## src/sv/shs_pkg.sv

```systemverilog
// Package: shared types, constants and helper functions for the scrambled Hammersley sampler.
package shs_pkg;

    localparam int PIXEL_BITS = 16;
    localparam int COORD_W    = 16;
    localparam int IDX_W      = 6;
    localparam int ROT_W      = 24;

    localparam logic [COORD_W-1:0] PIXEL_MASK =
        COORD_W'((64'd1 << PIXEL_BITS) - 64'd1);

    localparam logic [31:0] HASH_MUL_A = 32'h7feb_352d;
    localparam logic [31:0] HASH_MUL_B = 32'h846c_a68b;
    localparam logic [31:0] MIX_X_A    = 32'd1973;
    localparam logic [31:0] MIX_Y_A    = 32'd9277;
    localparam logic [31:0] SEED_A     = 32'h68bc_21eb;
    localparam logic [31:0] MIX_X_B    = 32'd92821;
    localparam logic [31:0] MIX_Y_B    = 32'd68917;
    localparam logic [31:0] SEED_B     = 32'h02e5_be93;
    localparam logic [31:0] HALF_STEP  = 32'h0200_0000;

    typedef struct packed {
        logic [31:0]        frame_index;
        logic [COORD_W-1:0] pixel_x;
        logic [COORD_W-1:0] pixel_y;
    } t_in;

    typedef struct packed {
        logic [31:0] sample_u;
        logic [31:0] sample_v;
    } t_out;

    // Pipeline stage contents between modules
    typedef struct packed {
        logic             valid;
        logic [IDX_W-1:0] idx;
        logic [31:0]      hx;
        logic [31:0]      hy;
    } t_stage;

    function automatic logic [31:0] xs16(input logic [31:0] h);
        return h ^ (h >> 16);
    endfunction

    function automatic logic [31:0] xs15(input logic [31:0] h);
        return h ^ (h >> 15);
    endfunction

    function automatic logic [IDX_W-1:0] rev_idx(input logic [IDX_W-1:0] x);
        logic [IDX_W-1:0] r;
        for (int i = 0; i < IDX_W; i++) begin
            r[i] = x[IDX_W-1-i];
        end
        return r;
    endfunction

endpackage

```

## src/sv/scrambled_hammersley_sampler_unit.sv

```systemverilog
// Top level: four-stage pipelined scrambled Hammersley 2D sample generator.
//
// Usage:
//   Input channel: drive start high with i_item (frame_index, pixel_x, pixel_y);
//   the transaction is taken at the clock edge where start is high and busy
//   is low. A new transaction may be issued every cycle.
//   Output channel: each transaction yields exactly one result on o_result,
//   marked by o_valid for a single cycle. The receiver has no back-pressure
//   and must take the result in that cycle.
// Pipeline: an accepted transaction passes through the mix, hash round A,
//   hash round B and finish/assemble registers before o_valid is raised.
// Throughput: one transaction per cycle while busy is low, set by the fully
//   pipelined 32x32 constant multipliers, one per hash lane per hash round.
// Reset: synchronous, active low. All stage valid bits clear, in-flight
//   transactions are dropped, and busy is high during reset and in the
//   cycle after it is released.
// Stall: not applicable, the receiver cannot stall; results stream out in
//   order of acceptance.
module scrambled_hammersley_sampler_unit import shs_pkg::*; (
    input  logic i_clk,
    input  logic i_rst_n,
    input  logic start,
    output logic busy,
    input  t_in  i_item,
    output logic o_valid,
    output t_out o_result
);

    logic   r_busy;
    logic   w_accept;
    t_stage w_s1;
    t_stage w_s3;

    // busy is held during reset and guards the cycle right after it
    always_ff @(posedge i_clk) begin
        if (!i_rst_n) begin
            r_busy <= 1'b1;
        end else begin
            r_busy <= 1'b0;
        end
    end

    assign busy     = r_busy;
    assign w_accept = start && !r_busy;

    shs_mix u_mix (
        .i_clk   (i_clk),
        .i_rst_n (i_rst_n),
        .i_valid (w_accept),
        .i_item  (i_item),
        .o_stage (w_s1)
    );

    shs_hash u_hash (
        .i_clk   (i_clk),
        .i_rst_n (i_rst_n),
        .i_stage (w_s1),
        .o_stage (w_s3)
    );

    shs_finish u_finish (
        .i_clk    (i_clk),
        .i_rst_n  (i_rst_n),
        .i_stage  (w_s3),
        .o_valid  (o_valid),
        .o_result (o_result)
    );

    // every accepted transaction produces a result
    a_accept_to_result: assert property (
        @(posedge i_clk) disable iff (!i_rst_n)
        w_accept |-> ##4 o_valid
    ) else $error("accepted transaction did not produce a result");

    // no result without a matching acceptance
    a_result_has_source: assert property (
        @(posedge i_clk) disable iff (!i_rst_n)
        o_valid |-> $past(w_accept, 4)
    ) else $error("result strobe without accepted transaction");

    // pipeline is empty while busy after reset
    a_busy_empty: assert property (
        @(posedge i_clk) disable iff (!i_rst_n)
        busy |-> (!o_valid && !w_s1.valid && !w_s3.valid)
    ) else $error("pipeline not empty after reset");

endmodule

```

## src/sv/shs_mix.sv

```systemverilog
// Stage 1: seeded linear mixes of the pixel coordinates and index capture.
module shs_mix import shs_pkg::*; (
    input  logic   i_clk,
    input  logic   i_rst_n,
    input  logic   i_valid,
    input  t_in    i_item,
    output t_stage o_stage
);

    logic [31:0] w_px;
    logic [31:0] w_py;
    t_stage      n_stage;
    t_stage      r_stage;

    assign w_px = 32'(i_item.pixel_x & PIXEL_MASK);
    assign w_py = 32'(i_item.pixel_y & PIXEL_MASK);

    always_comb begin
        n_stage.valid = i_valid;
        n_stage.idx   = i_item.frame_index[IDX_W-1:0];
        n_stage.hx    = w_px * MIX_X_A + w_py * MIX_Y_A + SEED_A;
        n_stage.hy    = w_px * MIX_X_B + w_py * MIX_Y_B + SEED_B;
    end

    always_ff @(posedge i_clk) begin
        if (!i_rst_n) begin
            r_stage <= '0;
        end else begin
            r_stage <= n_stage;
        end
    end

    assign o_stage = r_stage;

endmodule

```

## src/sv/shs_hash.sv

```systemverilog
// Stages 2 and 3: the two multiply rounds of both coordinate hashes.
module shs_hash import shs_pkg::*; (
    input  logic   i_clk,
    input  logic   i_rst_n,
    input  t_stage i_stage,
    output t_stage o_stage
);

    t_stage n_s2;
    t_stage r_s2;
    t_stage n_s3;
    t_stage r_s3;

    // round A: xorshift 16, multiply
    always_comb begin
        n_s2    = i_stage;
        n_s2.hx = xs16(i_stage.hx) * HASH_MUL_A;
        n_s2.hy = xs16(i_stage.hy) * HASH_MUL_A;
    end

    // round B: xorshift 15, multiply
    always_comb begin
        n_s3    = r_s2;
        n_s3.hx = xs15(r_s2.hx) * HASH_MUL_B;
        n_s3.hy = xs15(r_s2.hy) * HASH_MUL_B;
    end

    always_ff @(posedge i_clk) begin
        if (!i_rst_n) begin
            r_s2 <= '0;
            r_s3 <= '0;
        end else begin
            r_s2 <= n_s2;
            r_s3 <= n_s3;
        end
    end

    assign o_stage = r_s3;

endmodule

```

## src/sv/shs_finish.sv

```systemverilog
// Stage 4: final xorshift, index scrambling and sample assembly.
module shs_finish import shs_pkg::*; (
    input  logic   i_clk,
    input  logic   i_rst_n,
    input  t_stage i_stage,
    output logic   o_valid,
    output t_out   o_result
);

    logic [31:0]      w_hx;
    logic [31:0]      w_hy;
    logic [IDX_W-1:0] w_ord;
    logic [IDX_W-1:0] w_scr;
    t_out             n_result;
    t_out             r_result;
    logic             r_valid;

    assign w_hx = xs16(i_stage.hx);
    assign w_hy = xs16(i_stage.hy);

    // top index bit flipped by parity of the low five
    assign w_ord = {i_stage.idx[IDX_W-1] ^ (^i_stage.idx[IDX_W-2:0]),
                    i_stage.idx[IDX_W-2:0]};
    assign w_scr = w_ord ^ w_hx[IDX_W-1:0];

    always_comb begin
        n_result.sample_u = {w_hx[ROT_W-1:0], 8'd0} + {w_scr, 26'd0} + HALF_STEP;
        n_result.sample_v = {w_hy[ROT_W-1:0], 8'd0} + {rev_idx(w_scr), 26'd0};
    end

    always_ff @(posedge i_clk) begin
        r_result <= n_result;
        if (!i_rst_n) begin
            r_valid <= 1'b0;
        end else begin
            r_valid <= i_stage.valid;
        end
    end

    assign o_valid  = r_valid;
    assign o_result = r_result;

endmodule

```

## config.mk

```make
export PLATFORM = sky130hd
export DESIGN_NAME = scrambled_hammersley_sampler_unit
export DESIGN_NICKNAME = d
export VERILOG_FILES = /design/src/sv/shs_pkg.sv /design/src/sv/scrambled_hammersley_sampler_unit.sv /design/src/sv/shs_mix.sv /design/src/sv/shs_hash.sv /design/src/sv/shs_finish.sv
export SDC_FILE = /design/constraint.sdc
export NUM_CORES = 2
export LEC_CHECK = 0
export BUFFER_PORTS_ARGS = -buffer_cell sky130_fd_sc_hd__buf_4
export CAP_MARGIN = 0
export CORE_ASPECT_RATIO = 1.1
export CORE_MARGIN = 8
export CORE_UTILIZATION = 60
export CTS_CLUSTER_DIAMETER = 80
export CTS_CLUSTER_SIZE = 30
export DETAILED_ROUTE_END_ITERATION = 6
export PLACE_DENSITY = 0.89
export SYNTH_ARGS = -nofsm -noshare
export SYNTH_HDL_FRONTEND = slang
export SYNTH_HIERARCHICAL = 1
export SYNTH_SLANG_ARGS = --single-unit
export TNS_END_PERCENT = 10
```

## constraint.sdc

```tcl
create_clock -name i_clk -period 7.8 [get_ports i_clk]
set_input_delay 0.78 -clock i_clk [delete_from_list [all_inputs] [get_ports i_clk]]
set_output_delay 0.78 -clock i_clk [all_outputs]
set_load 0.005 [all_outputs]
```

==> summary.txt <==
worst-margin pin slew: 0.951 ns
fraction of the mapped netlist area in compound gates: 5.96%
number of instances in the synthesized netlist: 5979
number of levels the H-tree was split into: 1
num ports: 133
critical path launch point: u_mix/o_stage[54]$_SDFF_PN0_
Synth-to-Final Area Change: 6.02%
Tmin final: 7.31 ns
number of flops mapped to enable cells by yosys: 0
insertion delay of the later-clocked pin in the worst-skew pair: 0.58 ns
Worst Path Max Fanout: 10
post-synthesis share of cell area spent on and, or, nand and nor gates: 5.33%
final setup TNS: 0 ns
clock buffers created by TritonCTS: 19
Clk pin slew, worst setup/hold paths: 0.10 ns
TritonCTS sink count: 261
critical path arrival: 7.75 ns
count of port buffers added during placement: 90
DP HPWL: 133 mm
post-synthesis async set-or-reset flop share: 0%
category of the worst setup path capture point: register
number of placement rows: 121
Total Die Area: 109000 µm²
skew final: 0.0284 ns
multiplexer fraction of the synthesized cell area: 0.118%
maximum number of pins on one net before global-route repair: 51
fraction of the cycle the final worst path needs: 93.7%
Netlist Area Pre-Place: 59500 µm²
terminus of the critical flop-to-flop path: u_hash/r_s2[63]$_SDFF_PN0_
Reg2Reg Setup Slack: 0.49 ns
clock tree buffer depth: 3
total number of nets in the final design: 8441
global route overflow: 0
antenna violations before repair: 1
average size of a mapped cell: 9.95 µm²
die extent in y: 346 µm
Register-to-Register Path Depth: 20
final-layout worst hold slack: 0.371 ns
Ys Warns: 6
total number of vias: 41200
number of register bits inferred by synthesis: 261
post-route DRC violation count: 0
reported max-cap violation count: 0
combinational family with the most area after synthesis: adder cells
post-CTS setup buffers: 0
top achievable clock speed: 137 MHz
number of pins exceeding their max-slew limit in the final report: 0
Critical path destination: u_hash/r_s2[63]$_SDFF_PN0_
vias in the first global route: 46900
max_slew headroom: 36.2%
crit start category: register
unrepaired setup endpoints after global routing: false
status: finished clean
final setup violating endpoints: 0
Hold/Removal Path Class: register to register
Wirelength per Cell: 20.4 µm
global-route usage over all layers: 28.0%
endpoints failing hold: 0
leading register cell type out of synthesis: sky130_fd_sc_hd__dfxtp_1
number of vias per cell after detailed routing: 5.53
Synth Area in XOR/XNOR: 7.56%
cells resized by post-CTS repair: 0
crit path kind: register to register
arithmetic-cell share of the synthesized area counting full adders, half adders and majority gates: 60.7%
number of DRC violations after detailed-routing iteration 0: 2485
remaining antenna violation count: 0
count of hold-fix buffers inserted at cts: 0
most common library cell in the layout ignoring fill and taps: sky130_fd_sc_hd__inv_1
overall die width: 316 µm
area of the placeable core: 98600 µm²
Worst EP required: 8.24 ns
starting density of the core: 60.3%
number of detailed-routing iterations run before antenna repair: 6
number of distinct library cell variants in the gate-level netlist after synthesis: 92
most frequent cells in the layout: 1742 x sky130_fd_sc_hd__inv_1, 1129 x sky130_fd_sc_hd__ha_1, 1097 x sky130_fd_sc_hd__fa_1
routability cong.: 1.02
CTS tree: yes
global-route wire length before repair: 242 mm
Reg-to-Reg Start: u_mix/o_stage[54]$_SDFF_PN0_
Root Buffer Master: sky130_fd_sc_hd__clkbuf_16
wirelength, routed: 152 mm
post-synthesis sequential area ratio: 8.79%
share of final-layout standard cells stronger than drive strength 1: 4.74%
## cell type report
type | count | area [µm²]
Antenna cell | 1 | 2.50
Clock buffer | 19 | 475
Clock inverter | 14 | 295
Fill cell | 7543 | 35500
Inverter | 1746 | 6560
Multi-Input combinational cell | 3928 | 47400
Sequential cell | 261 | 5230
Tap cell | 1291 | 1620
Timing Repair Buffer | 192 | 1440
## per-layer routing
metal,up-vias,GRT usage [%],wire length [µm]
met5,-,0,0
met1,20500,31.4,55600
met3,630,3.37,8130
met4,0,17.6,11700
met2,1565,50.4,76900
li1,18600,-,-
## synth_stat cells, drive strengths merged (12+ instances only)
master | n | area share [%]
o211ai | 14 | 0.19
xor2 | 210 | 3.1
o21ai | 98 | 0.84
ha | 1129 | 24
and2 | 88 | 0.93
nor2b | 19 | 0.21
nor2 | 214 | 1.4
and3 | 23 | 0.26
fa | 1097 | 37
o21a | 29 | 0.37
nand2 | 126 | 0.80
inv | 1745 | 11
dfxtp | 261 | 8.8
o31ai | 12 | 0.21
a31oi | 15 | 0.18
nand4 | 18 | 0.19
nor3 | 56 | 0.48
nand3 | 41 | 0.35
a211oi | 26 | 0.36
a21o | 88 | 1.1
clkbuf | 29 | 0.19
xnor2 | 294 | 4.4
o21bai | 19 | 0.26
nand2b | 17 | 0.18
buf | 30 | 0.33
a21oi | 156 | 1.4
or2 | 13 | 0.14
a21boi | 12 | 0.16
## how the worst min path moves through the flow
stage                                        from                       endpoint  slack (ns)  cells past startpoint
floorplan           u_hash/o_stage[16]$_SDFF_PN0_  u_finish/o_result[24]$_DFF_P_        0.35                      0
global placement    u_hash/o_stage[16]$_SDFF_PN0_  u_finish/o_result[24]$_DFF_P_        0.35                      0
detailed placement  u_hash/o_stage[16]$_SDFF_PN0_  u_finish/o_result[24]$_DFF_P_        0.35                      0
CTS                 u_hash/o_stage[17]$_SDFF_PN0_  u_finish/o_result[25]$_DFF_P_        0.37                      0
global route        u_hash/o_stage[17]$_SDFF_PN0_  u_finish/o_result[25]$_DFF_P_        0.38                      0
finish              u_hash/o_stage[17]$_SDFF_PN0_  u_finish/o_result[25]$_DFF_P_        0.37                      0
## state kept, by name, indices dropped and copies added (netlist names)
name               cells
u_hash/o_stage        71
u_mix/o_stage         69
u_hash/r_s2           64
u_finish/o_result     48
u_hash/n_s3            7
busy                   1
u_finish/o_valid       1
## worst max-delay path, cell delays in order, from the launching register on
cell and delay, ns:
sky130_fd_sc_hd__dfxtp_1 0.52, sky130_fd_sc_hd__xnor2_1 0.62, sky130_fd_sc_hd__inv_1 0.39, sky130_fd_sc_hd__ha_1 0.42, sky130_fd_sc_hd__xnor2_1 0.25, sky130_fd_sc_hd__fa_1 0.49
sky130_fd_sc_hd__fa_1 0.57, sky130_fd_sc_hd__inv_1 0.06, sky130_fd_sc_hd__fa_1 0.51, sky130_fd_sc_hd__fa_1 0.45, sky130_fd_sc_hd__fa_1 0.55, sky130_fd_sc_hd__fa_1 0.45
sky130_fd_sc_hd__fa_1 0.40, sky130_fd_sc_hd__xnor2_1 0.16, sky130_fd_sc_hd__xnor2_1 0.25, sky130_fd_sc_hd__xnor2_1 0.16, sky130_fd_sc_hd__xnor2_1 0.15, sky130_fd_sc_hd__xnor2_1 0.10
sky130_fd_sc_hd__xnor2_1 0.41, sky130_fd_sc_hd__xnor2_1 0.18, sky130_fd_sc_hd__nor2_1 0.07
## kinds of logic after synthesis
family,count (synthesis)
AO/OA/AOI/OAI,524
XOR/XNOR,505
adder cells (fa/ha/maj),2227
buffers and inverters,1805
flip-flops,261
multiplexers,7
other,1
AND/OR/NAND/NOR,649
## through the flow
step | utilization (%) | instance area, µm² | instances | setup WS [ns]
3_3_place_gp | 63.2 | 62300 | 7418 | 0.709
6_report | 64.0 | 63000 | 7452 | 0.492
3_5_place_dp | 63.2 | 62300 | 7418 | 0.540
2_1_floorplan | - | 59500 | 5994 | 1.28
5_1_grt | 64.0 | 63000 | 7451 | 0.181
4_1_cts | 64.0 | 63000 | 7451 | 0.504
Power is not shown: default switching activity piles up to over one toggle a cycle in this logic, so the estimate is an artifact.
